### src/hdl/mas_alu.sv
// ---------------------------------------------------------------------------
// Shared cost unit
// One add/subtract and one magnitude compare, reused by every matrix sweep.
// ---------------------------------------------------------------------------
module mas_alu #(
  parameter int W = 20
) (
  input  logic [W-1:0] a,
  input  logic [W-1:0] b,
  input  logic         add,
  output logic [W-1:0] sum,
  output logic         less
);

  assign sum  = add ? (a + b) : (a - b);
  assign less = (a < b);

endmodule

### config.mk
export PLATFORM = sky130hd
export DESIGN_NAME = mas_alu
export DESIGN_NICKNAME = d
export VERILOG_FILES = /design/src/hdl/mas_alu.sv
export SDC_FILE = /design/constraint.sdc
export NUM_CORES = 1
export LEC_CHECK = 0
export ABC_AREA = 1
export BUFFER_PORTS_ARGS = -buffer_cell sky130_fd_sc_hd__buf_2
export CAP_MARGIN = 40
export CORE_MARGIN = 3
export CORE_UTILIZATION = 40
export DETAILED_ROUTE_END_ITERATION = 16
export PLACE_DENSITY = 0.72
export SYNTH_ARGS = -nofsm -noshare
export SYNTH_HDL_FRONTEND = slang
export SYNTH_SLANG_ARGS = --single-unit
### constraint.sdc
create_clock -name vclk -period 1.53
set_input_delay 0.153 -clock vclk [all_inputs]
set_output_delay 0.153 -clock vclk [all_outputs]
set_load 0.05 [all_outputs]
# Word-level counts from Yosys, hierarchy flattened

Cells that the tools add are included.

Bits in registers: 0
Input port bits: 41
Output and inout bits: 21
Logic and storage cells: 4

Add/sub/neg operators: 2
Order comparisons: 1
Mux-type cells: 1

Operator list:

| kind             | number |
|---|---|
| $add A20 B20 Y20 | 1 |
| $lt A20 B20 Y1   | 1 |
| $mux W20         | 1 |
| $sub A20 B20 Y20 | 1 |

# Logic depth before layout (Yosys ltp)

Word-level depth: 2
Depth in mapped cells: 16
Gate-level depth less buffers: 15

# Worst setup path after synthesis

No wires, ideal clock.

Path kind: input-to-output
Start point: input a[0]
End point: output less
Arrival: 1.996 ns
Required time: 1.377 ns
Setup slack: -0.619 ns
Stages on the path: 11
Buffers on the path: 0
Path through: inv_1 ha_1 inv_1 fa_1 nand3_1 nand3_1 nand2_1 nand2_1 nand3_1 nand2_1 a21oi_1

Longest elaborated chain between the ends: 1

RTL lines:

| element        | RTL line | source |
|---|---|---|
| from (decl)    | 8        | `input logic [W-1:0] a,` |
| $lt A20 B20 Y1 | 16       | `assign less = (a < b);` |
| to (decl)      | 12       | `output logic less` |

Every way passes these cells.

# Worst setup path after layout

Start point: input a[0]
End point: output sum[10]

Longest elaborated chain between the ends: 2
Elaborated cells between the ends (all ways): 3
Classes of those cells: add/sub (2); mux (1)

RTL lines:

| element                                              | RTL line | source |
|---|---|---|
| $sub A20 B20 Y20 or $add A20 B20 Y20 (tied branches) | 15       | `assign sum = add ? (a + b) : (a - b);` |
| $mux W20 *                                           | 15       |  |
| to (decl)                                            | 11       | `output logic [W-1:0] sum,` |

Every way passes the cells marked *; elsewhere a longest branch is shown, timed or not.

==> results.cfg <==
[floorplanning]
coreArea_mm2 = 0.00639
die_h_um = 87.6
die_w_um = 87.6
io_pins = 62
die_area_mm2 = 0.00767
start_util_pct = 41.7
fp-row-count = 29

[yosys]
syn_avg_cell_area_um2 = 5.07
yosys.cell_count.top_type = nand2_1
synth.distinct_cells = 33
yosys-top-cells-area = nand2_1 28%, ha_1 18%, inv_1 13%
syn_nets = 607
synth_warnings = 0
ys_top_cells_by_count = 196 x nand2_1, 89 x inv_1, 46 x nor2_1, 40 x nand3_1, 39 x ha_1
synth_top_area_share_pct = 27.6
synth_area_mm2 = 0.00266
synth_largest_area_cell = nand2_1
synth_seq_area_share_pct = 0
syn_inst = 525

[critical_path]
cp_max_fo = 3
crit_buf_inv = 4
critPathKind = in2out
cp_cell_sequence = buf_12 -> inv_12 -> ha_4 -> inv_2 -> fa_2 -> nand3_2 -> nand3_4 -> nand2_4 -> nand2_4 -> a21oi_2 -> xor2_1 -> nand2_1 -> nand2_4 -> buf_8
cp.required_ns = 1.38
cp.arrival_ns = 1.88
cp_top_family = simple AND/OR/NAND/NOR gates
cp_slowest_cell = fa_2
cp-start-kind = input pin
slowest_delay_ns = 0.35
worst_path_most_repeated_cell = nand2_4
cp-end-kind = primary output
worstSetupStartpoint = a[0]

[final_layout]
seq_area_um2 = 0
clock_buffers = 0
drive_gt1_share_pct = 57.5
nFillCells = 443
stdcell_count = 747
syn_to_final_growth_pct = 99.1
final_nets = 754
antenna_cells = 0
final_util_pct = 83.0
seq_cells = 0

[status]
status = finished, violations left
violations = negative setup slack

[timing]
worst_slack_ns = -0.499
hold_violations = 0
min_period_ns = 2.03
maxSlewViolCount = 0
max_freq_mhz = 493
setup_viol = 19
fin_crit_sh_pct = 133
rsz0062_at_grt = true
hold_slack_ns = 0.737
slew-limit-headroom_pct = 69.1
worst_pin_slew_ns = 0.463

[power]
irDropWorstVdd_mv = 0.407
p_leak_nw = 2.67
power_density_mw_per_mm2 = 540

[global_routing]
grt-ovfl-total = 0
grt_pass1_vias = 3850
grt_max_degree = 22
grt_pass1_wl_um = 17600
antenna_found_initial = 0
grt_usage_pct = 28.1

[min_path]
hold_class = in2out
hold_start = b[0]

[drt]
vias = 3940
remaining_drc_errors = 0
vias_per_cell = 5.27
drt_wl_total_um = 11200
drtIter0Drc = 270
firstDrtPassIters = 5
ant_nets = 0
wire_per_inst_um = 15.0

[placement]
routabilityCongestion = 0.957
place_inst = 735
hpwl_um = 8320
io_buffer_count = 62

[flow_run]
max_cap_viol_count = 0

[clock_tree]
holdBufCountCts = 0
[placed cells by master (no fill, tap or decap), types with 19 or more instances in the layout]
cell type | Yosys | routed
inv_2 | 3 | 23
buf_6 | 1 | 26
inv_1 | 89 | 60
nand2_2 | 2 | 56
buf_4 | 3 | 86
nand2_4 | 0 | 21
buf_2 | 10 | 29
ha_1 | 39 | 19
nand3_1 | 40 | 25
ha_4 | 0 | 20
nand2_1 | 196 | 121
[tightest hold or removal path, stage by stage]
cell,delay (ns)
buf_6,0.09
ha_4,0.12
inv_1,0.03
buf_2,0.20
[layout make-up]
class              count  area (um2)  area share [%]
multi-input cells    417        3420            64.5
repair buffers       161        1400            26.3
inverters             92         388            7.32
well taps             77        96.3            1.82
[cells by family after synthesis]
kind of cell             share of synthesized area, %
AO/OA/AOI/OAI                                    11.6
adder cells (fa/ha/maj)                          19.8
XOR/XNOR                                         3.95
buffers and inverters                            16.4
AND/OR/NAND/NOR                                  48.3
[metal layers]
metal  routed length, um  vias to the layer above  global-route usage (%)
met5                   0                        -                       0
met4                 142                        0                    3.77
met3                 542                       15                    1.13
met2                5800                      161                    53.3
met1                4740                     1846                    35.6
li1                    -                     1918                       -
[through the flow]
| stage | cell area [um2] | TNS (ns) | setup slack, ns | power [mW] |
|---|---|---|---|---|
| finish | 5300 | -5.92 | -0.499 | 2.86 |
| global route | 5300 | -7.51 | -0.566 | 3.04 |
| CTS | 5080 | -5.12 | -0.411 | 2.70 |
| detailed placement | 4300 | -9.29 | -0.608 | 2.22 |
| global placement | 4300 | -8.87 | -0.586 | 2.20 |
| floorplan | 3370 | -0.913 | -0.183 | 1.57 |
[power by group]
group	switching [mW]	leakage, nW	internal (mW)	total, mW
combinational	1.64	2.67	1.23	2.86
sequential	0	0	0	0
clock	0	0	0	0
total	1.64	2.67	1.23	2.86
[timing repair]
action / CTS / global route
endpoints found under the setup margin: 20 / 20
gates resized for setup: 186 / 56
pin swaps: 65 / 35
setup buffers: 8 / 5
hold endpoints to repair: 0 / 0
[final timing paths]
check             endpoint  slack, ns  cells after the start
setup / recovery   sum[10]      -0.50                     14
hold / removal      sum[0]       0.74                      4
(Power assumes the default switching activity.)
