==> config.mk <==
export PLATFORM = sky130hd
export DESIGN_NAME = mas_match
export DESIGN_NICKNAME = d
export VERILOG_FILES = /design/src/hdl/mas_pkg.sv /design/src/hdl/mas_match.sv
export SDC_FILE = /design/constraint.sdc
export NUM_CORES = 1
export LEC_CHECK = 0
export ABC_AREA = 0
export BUFFER_PORTS_ARGS = -buffer_cell sky130_fd_sc_hd__buf_2
export CORE_ASPECT_RATIO = 1.5
export CORE_MARGIN = 2
export CORE_UTILIZATION = 59
export DETAILED_ROUTE_END_ITERATION = 10
export PLACE_DENSITY = 0.8
export SETUP_SLACK_MARGIN = 0.05
export SLEW_MARGIN = 20
export SYNTH_ARGS = -nofsm -noshare
export SYNTH_HDL_FRONTEND = slang
export SYNTH_SLANG_ARGS = --single-unit
==> constraint.sdc <==
create_clock -name clk -period 8.2 [get_ports clk]
set_input_delay 0 -clock clk [delete_from_list [all_inputs] [get_ports clk]]
set_output_delay 0 -clock clk [all_outputs]
set_load 0.005 [all_outputs]
==> src/hdl/mas_pkg.sv <==
// ---------------------------------------------------------------------------
// Manhattan assignment solver package
// Shared state types, datapath operation codes and register constants.
// ---------------------------------------------------------------------------
package mas_pkg;

  localparam int PC_W = 5;
  localparam logic [PC_W-1:0] PC_RESET = 5'd16;

  typedef enum logic [3:0] {
    ST_LOAD,
    ST_BUILD,
    ST_COLRED,
    ST_DRAIN,
    ST_MATCH,
    ST_COVER,
    ST_CMIN,
    ST_DECIDE,
    ST_ADJ,
    ST_OUT
  } st_t;

  typedef enum logic [2:0] {
    OP_NONE,
    OP_MIN,
    OP_SUB,
    OP_BEST,
    OP_ADJ
  } op_t;

  typedef enum logic [1:0] {
    MT_IDLE,
    MT_ROOT,
    MT_SEARCH,
    MT_UNWIND
  } mt_t;

  typedef struct packed {
    logic done;
    logic complete;
  } mt_stat_t;

endpackage

==> src/hdl/mas_match.sv <==
// ---------------------------------------------------------------------------
// Zero-entry matcher
// Builds a maximum matching on the zero entries with depth-first augmenting
// paths, one search step per cycle, using an explicit frame stack.
// ---------------------------------------------------------------------------
module mas_match #(
  parameter int MAX_POINTS = 16
) (
  input  logic                                          clk,
  input  logic                                          rst_n,
  input  logic                                          start,
  input  logic [$clog2(MAX_POINTS):0]                   n_act,
  input  logic [MAX_POINTS-1:0]                         zero_row,
  output logic [$clog2(MAX_POINTS)-1:0]                 row_q,
  input  logic [$clog2(MAX_POINTS)-1:0]                 rd_col,
  output logic [$clog2(MAX_POINTS):0]                   match_q,
  output logic [MAX_POINTS-1:0][$clog2(MAX_POINTS):0]   match_o,
  output logic [MAX_POINTS-1:0]                         matched_o,
  output mas_pkg::mt_stat_t                             stat
);
  import mas_pkg::*;

  localparam int IDX_W = $clog2(MAX_POINTS);
  localparam int CNT_W = IDX_W + 1;
  localparam logic [CNT_W-1:0] NO_M = CNT_W'(MAX_POINTS);

  mt_t                                mt_r, mt_nxt;
  logic [CNT_W-1:0]                   root_r, root_nxt;
  logic                               ok_r, ok_nxt;
  logic [MAX_POINTS-1:0]              seen_r, seen_nxt;
  logic [IDX_W-1:0]                   sp_r, sp_nxt;
  logic                               resume_r, resume_nxt;
  logic [IDX_W-1:0]                   frow_r [MAX_POINTS];
  logic [IDX_W-1:0]                   fcol_r [MAX_POINTS];
  logic [MAX_POINTS-1:0][CNT_W-1:0]   match_r, match_nxt;
  logic [MAX_POINTS-1:0]              matched_r, matched_nxt;

  logic [IDX_W-1:0]      cur_row, cur_col;
  logic [CNT_W-1:0]      start_col;
  logic [MAX_POINTS-1:0] act, cand;
  logic [IDX_W-1:0]      pick, mrd;
  logic                  hit;
  logic [CNT_W-1:0]      mval;

  assign cur_row   = frow_r[sp_r];
  assign cur_col   = fcol_r[sp_r];
  assign row_q     = cur_row;
  assign start_col = resume_r ? (CNT_W'(cur_col) + CNT_W'(1)) : '0;

  always_comb begin
    for (int i = 0; i < MAX_POINTS; i++) begin
      act[i]  = (CNT_W'(i) < n_act);
      cand[i] = zero_row[i] && !seen_r[i] && act[i] && (CNT_W'(i) >= start_col);
    end
  end

  // Lowest candidate column wins, as the column scan runs upward.
  always_comb begin
    pick = '0;
    for (int i = MAX_POINTS - 1; i >= 0; i--) begin
      if (cand[i]) begin
        pick = IDX_W'(i);
      end
    end
  end
  assign hit = |cand;

  assign mrd       = (mt_r == MT_IDLE) ? rd_col : pick;
  assign mval      = match_r[mrd];
  assign match_q   = mval;
  assign match_o   = match_r;
  assign matched_o = matched_r;

  assign stat.done     = (mt_r == MT_ROOT) && (root_r == n_act);
  assign stat.complete = ok_r;

  always_comb begin
    mt_nxt = mt_r;
    case (mt_r)
      MT_IDLE: begin
        if (start) begin
          mt_nxt = MT_ROOT;
        end
      end
      MT_ROOT: begin
        mt_nxt = (root_r == n_act) ? MT_IDLE : MT_SEARCH;
      end
      MT_SEARCH: begin
        if (hit) begin
          if (mval == NO_M) begin
            mt_nxt = MT_UNWIND;
          end
        end else if (sp_r == '0) begin
          mt_nxt = MT_ROOT;
        end
      end
      MT_UNWIND: begin
        if (sp_r == '0) begin
          mt_nxt = MT_ROOT;
        end
      end
      default: mt_nxt = MT_IDLE;
    endcase
  end

  always_comb begin
    root_nxt    = root_r;
    ok_nxt      = ok_r;
    seen_nxt    = seen_r;
    sp_nxt      = sp_r;
    resume_nxt  = resume_r;
    match_nxt   = match_r;
    matched_nxt = matched_r;
    case (mt_r)
      MT_IDLE: begin
        if (start) begin
          for (int i = 0; i < MAX_POINTS; i++) begin
            match_nxt[i] = NO_M;
          end
          matched_nxt = '0;
          root_nxt    = '0;
          ok_nxt      = 1'b1;
        end
      end
      MT_ROOT: begin
        seen_nxt   = '0;
        sp_nxt     = '0;
        resume_nxt = 1'b0;
      end
      MT_SEARCH: begin
        if (hit) begin
          seen_nxt[pick] = 1'b1;
          if (mval != NO_M) begin
            sp_nxt     = sp_r + IDX_W'(1);
            resume_nxt = 1'b0;
          end
        end else if (sp_r == '0) begin
          ok_nxt   = 1'b0;
          root_nxt = root_r + CNT_W'(1);
        end else begin
          sp_nxt     = sp_r - IDX_W'(1);
          resume_nxt = 1'b1;
        end
      end
      MT_UNWIND: begin
        match_nxt[cur_col] = CNT_W'(cur_row);
        if (sp_r == '0) begin
          matched_nxt[cur_row] = 1'b1;
          root_nxt             = root_r + CNT_W'(1);
        end else begin
          sp_nxt = sp_r - IDX_W'(1);
        end
      end
      default: ;
    endcase
  end

  always_ff @(posedge clk) begin
    if (!rst_n) begin
      mt_r      <= MT_IDLE;
      root_r    <= '0;
      ok_r      <= 1'b0;
      sp_r      <= '0;
      resume_r  <= 1'b0;
      seen_r    <= '0;
      matched_r <= '0;
      for (int i = 0; i < MAX_POINTS; i++) begin
        match_r[i] <= NO_M;
      end
    end else begin
      mt_r      <= mt_nxt;
      root_r    <= root_nxt;
      ok_r      <= ok_nxt;
      sp_r      <= sp_nxt;
      resume_r  <= resume_nxt;
      seen_r    <= seen_nxt;
      matched_r <= matched_nxt;
      match_r   <= match_nxt;
    end
  end

  // Frame stack contents.
  always_ff @(posedge clk) begin
    if (mt_r == MT_ROOT) begin
      frow_r[0] <= root_r[IDX_W-1:0];
    end
    if (mt_r == MT_SEARCH && hit) begin
      fcol_r[sp_r] <= pick;
      if (mval != NO_M) begin
        frow_r[sp_r + IDX_W'(1)] <= mval[IDX_W-1:0];
      end
    end
  end

endmodule
# After elaboration in Yosys (flattened, before gate mapping)
# Memories as Yosys holds them, arrays and structs flattened. A register that Yosys moved wholly into a read port is not among the register bits.
# Cells that the tools add are included.
dict set report word_totals {
  regBits 125
  mem_bits_rw 128
  out_inout_bits 107
  n_memories 2
}
dict set report op_classes {
  n_addsub 4
  order_cmp 39
  n_eq_ne 14
  n_mux 70
  bitwise 2
  n_reduce_logical 86
}
# memory depth width rd rd_clocked_by_memory_dff write_ports line_no
set mem_list {}
lappend mem_list {fcol_r 16 4 1 1 1 mas_match.sv:34} ;# logic [IDX_W-1:0] fcol_r [MAX_POINTS];
lappend mem_list {frow_r 16 4 1 1 1 mas_match.sv:33} ;# logic [IDX_W-1:0] frow_r [MAX_POINTS];
# cell n
set ops {}
lappend ops {{80-bit one-hot mux with 2 select lines} 1}
lappend ops {{4-bit two-way mux} 26}
lappend ops {{80-bit bitwise mux} 1}
lappend ops {{80-bit two-way mux} 1}
lappend ops {{16-bit one-hot mux with 2 select lines} 2}
lappend ops {{1-bit logical AND} 53}
lappend ops {{16-bit two-way mux} 3}
lappend ops {{4-bit by 5-bit >= comparator with 1-bit output, first input constant} 8}
lappend ops {{4-bit by 5-bit less-than comparator with 1-bit output, first input constant} 8}
lappend ops {{16-bit OR} 2}
lappend ops {{5-bit two-way mux} 6}
lappend ops {{5-bit binary-select mux with 4-bit select} 1}
lappend ops {{5-bit demux with 4-bit select} 1}
lappend ops {{3-bit by 5-bit >= comparator with 1-bit output, first input constant} 4}
lappend ops {{3-bit by 5-bit less-than comparator with 1-bit output, first input constant} 4}
lappend ops {{4-bit by 5-bit less-than comparator with 1-bit output, second input constant} 4}
lappend ops {{1-bit logical NOT} 16}
lappend ops {{1-bit two-way mux} 16}
lappend ops {{16-bit OR reduction} 1}
lappend ops {{5-bit one-hot mux with 3 select lines} 1}
lappend ops {{4-bit by 1-bit >= comparator with 1-bit output, second input constant} 3}
lappend ops {{4-bit one-hot mux with 3 select lines} 1}
lappend ops {{1-bit by 5-bit >= comparator with 1-bit output, first input constant} 2}
lappend ops {{2-bit by 5-bit >= comparator with 1-bit output, first input constant} 2}
lappend ops {{other kinds (25)} 48}

# Logic depth before layout (Yosys ltp)
dict set report depth {
  word_depth 29
  mapped_depth 29
  depth_no_buf 22
}

# Worst setup path before layout
# Ideal clock, no wire load.
dict set report synth_timing {
  kind {reg2reg}
  from {register (tool-made name)}
  to {memory frow_r[0][0] (netlist name) (enable)}
  setup_ps 379
  t_arrival_ps 6381
  required_time_ps 7821
  slack_ps 1440
  stages_incl_launch_ff 24
  path_cell_list {dfxtp_1 -> buf_2 -> buf_2 -> nor2b_1 -> a22oi_1 -> nand3b_1 -> and2_1 -> clkbuf_1 -> inv_1 -> ha_1 -> clkbuf_1 -> a21oi_1 -> o21ai_0 -> o211a_1 -> or2_2 -> nor3_1 -> a21boi_0 -> mux2i_1 -> a311o_1 -> a41o_1 -> a32oi_4 -> o31ai_4 -> buf_6 -> o41ai_1}
}
# element line_no
set synth_lines {}
lappend synth_lines {{end: declaration} mas_match.sv:33}

==> metrics.txt <==
status=completed; num rows=65; Core Area=roughly 21000 sq um; die area=~22000 sq um; Finished Core Util=67.3%; IO Count=135; IO Port Bufs=134; Worst setup EP type=flop; Slowest cell on crit path=dfxtp_2; R2R depth=20; Synth Instances=1203; CTS tree=yes; drt via density=6.39; GRT Overall Usage=32.3%; static leakage=a little over 5 nW; Worst Path Arrival=~8000 ps; fmax=0.131 GHz; FILL cells=about 1600; top-count cell post-synth=dfxtp_1; syn nets=1245; Die X=123 um; 1st-iter DRT viols=approximately 760; CP Launch Type=flop; Clock Skew=roughly 13 ps; Avg Inst Size Synth=approximately 10 sq um; total gr overflow=0; Routed Antenna Nets=0; Min Clock Period, post-route=between 7000 and 8000 ps; Synth Area in Adders=between 1 and 1.5%; Mapped Area=around 13000 sq um; largest net degree at the start of global routing=78; First-pass DRT Iterations=7; Post-synth EDFFs=approximately 130; Commonest cells post-synth=129 x dfxtp_1, 128 x edfxtp_1, 100 x nand2_1, 98 x nor2_1, 90 x nand3_1; Worst Hold Class=input pin to flop; Compound-Gate Fraction of Synth Area=between 15 and 20%; final setup vio count=0; vias in the first global route=~9900; Tightest Pin Transition=1080 ps; clock transition at the registers of the reported paths=70 ps; RSZ-0062 raised after global routing=false; Routed WL=about 36 mm; final critical-path share of the clock period=roughly 93%; hold slack=161 ps; post-synthesis register bit count=257; Max-cap violations=0; Critical Path Max Stage Delay=just over 1000 ps; Detailed Place HPWL=approximately 27 mm; Main synth FF type=dfxtp_1; Async S/R FF share, synth=0%; PwrDens=227 nW/um^2; initial antenna violation count=2; clock sinks=around 260; R2R Path End=frow_r[15][1]$_DFFE_PP_; top cells by area, synth=edfxtp_1 31%, dfxtp_1 21%, mux4_2 4.3%; first-pass GRT wire length=around 55 mm; Clock Tree Buf Depth=3; largest family of logic cells by synthesized area=simple AND/OR/NAND/NOR gates; Fin. Hold Viols=0; CTS Buf Count=23; share of cells above drive strength 1=between 15 and 20%; synth unique cells=82; Slew Limit Fails=0; WL/cell=~23 um; post-place setup slack=772 ps; post-route setup slack=~540 ps; H-tree levels=1; share of the synthesized area in the top cell type=between 30% and 40%; Worst-Skew Late Latency=around 530 ps; Initial Utilization=roughly 60%; Required @ worst endpoint=around 8400 ps; yosys warns=0; Synth Area in XOR/XNOR=between 1 and 1.5%; area grow syn2layout=12.5%; worst vdd ir=0.237 mV; post-synth top area cell=edfxtp_1; Setup TNS=0 ps; total power=3.20 mW; crit-path max FO=41; layout net count=1350; vias post-DR=about 10000; gpl congestion=between 0.9 and 1; crit path capture=frow_r[15][1]$_DFFE_PP_; simple-gate share of the synthesized area=between 10% and 20%; Die Span Y=between 150 and 200 um; number of setup buffers added after CTS=0; post-synthesis mux area share=under 10%; flop2flop setup slack=between 500 and 600 ps; worst relative slew slack=27.5%; # DRC=0; sequential area share after synthesis=between 50% and 60%; CP Class=flop to flop; crit-path cells=mux2i_1 > a22oi_1 > nand3b_1 > and2_1 > inv_1 > ha_1 > a21oi_1 > o21bai_1 > a21boi_0 > o21ai_0 > a221oi_2 > o21a_1 > buf_4 > nor3_1 > o21ai_0 > a22oi_1 > o221ai_2 > o31ai_4 > or3_1 > nor2_1; CTS root buffer=clkbuf_16
==> worst min path at each step <==
stage | slack (ps) | start | to | cells past startpoint
finish | 160 | rst_n | mt_r[1]$_SDFFE_PN0P_ | 3
global route | 200 | rst_n | mt_r[1]$_SDFFE_PN0P_ | 3
CTS | 140 | rst_n | mt_r[1]$_SDFFE_PN0P_ | 3
detailed placement | 400 | matched_o[5]$_SDFFE_PN0P_ | matched_o[5] | 1
global placement | 400 | matched_o[7]$_SDFFE_PN0P_ | matched_o[7] | 1
floorplan | 210 | rst_n | match_o[74]$_SDFFE_PN1P_ | 2
==> stage by stage <==
step | cell area [sq um] | cells
final | 14100 | 1594
after global routing | 14100 | 1594
after CTS | 14100 | 1593
after detailed placement | 13300 | 1550
after global placement | 13300 | 1550
after floorplan | 12500 | 1203
==> placed cells by master (no fill, tap or decap), types with 42 or more instances in the layout <==
cell / netlist / routed
a21oi_1: 42 / 42
and2_1: 77 / 77
buf_2: 11 / 134
dfxtp_1: 129 / 127
edfxtp_1: 128 / 128
mux2i_1: 47 / 47
nand2_1: 100 / 99
nand3_1: 90 / 90
nor2_1: 98 / 98
o21ai_0: 86 / 85
==> where the power goes <==
part / switching (mW) / total (mW) / internal [mW]
registers: 0.0206 / 1.42 / 1.40
logic: 0.461 / 0.670 / 0.209
clock network: 0.472 / 1.11 / 0.637
==> final cells by class <==
cell class | instances | area [sq um] | area share (%)
Clock inverter | 5 | 76.3 | 0.542
Timing Repair Buffer | 151 | 801 | 5.69
Multi-Input combinational cell | 854 | 5650 | 40.1
Tap cell | 268 | 335 | 2.38
Inverter | 21 | 78.8 | 0.560
Antenna cell | 1 | 2.50 | 0.0178
Clock buffer | 37 | 701 | 4.98
Sequential cell | 257 | 6430 | 45.7
==> layer usage <==
| metal | vias up | share of wire [%] | global-route usage (%) |
|---|---|---|---|
| met2 | 476 | 51 | 55.8 |
| met4 | 0 | 5.9 | 17.6 |
| met3 | 134 | 7.0 | 4.72 |
| met1 | 4933 | 37 | 38.0 |
| li1 | 4648 | - | - |
| met5 | - | 0 | 0 |
==> flip-flops by register name, summed over array words and instances (netlist names), named ones only <==
| name | cells |
|---|---|
| fcol_r | 64 |
| matched_o | 16 |
| ok_r | 1 |
| seen_r | 16 |
| resume_r | 1 |
| frow_r | 64 |
| mt_r | 2 |
| root_r | 5 |
| sp_r | 4 |
| match_o | 80 |
==> timing repair <==
action | CTS | global route
hold buffers | 1 | 0
gates resized for setup | 0 | 0
hold endpoints to repair | 1 | 0
==> logic make-up after synthesis <==
| family | Yosys count |
|---|---|
| and+or+nand+nor | 469 |
| AOI/OAI and AO/OA | 280 |
| DFF | 257 |
| buffers and inverters | 92 |
| muxes | 75 |
| xor gates and xnor gates | 15 |
| adders and majority gates | 15 |
==> worst max-delay path, delay by kind of cell, from the launching register on <==
kind / cells / cell delay [ps]
AND/OR/NAND/NOR: 5 / 1430
adder cells (fa/ha/maj): 1 / 360
multiplexers: 1 / 310
AO/OA/AOI/OAI: 11 / 3690
flip-flops: 1 / 1020
buffers and inverters: 2 / 460
(Power assumes the default switching activity.)
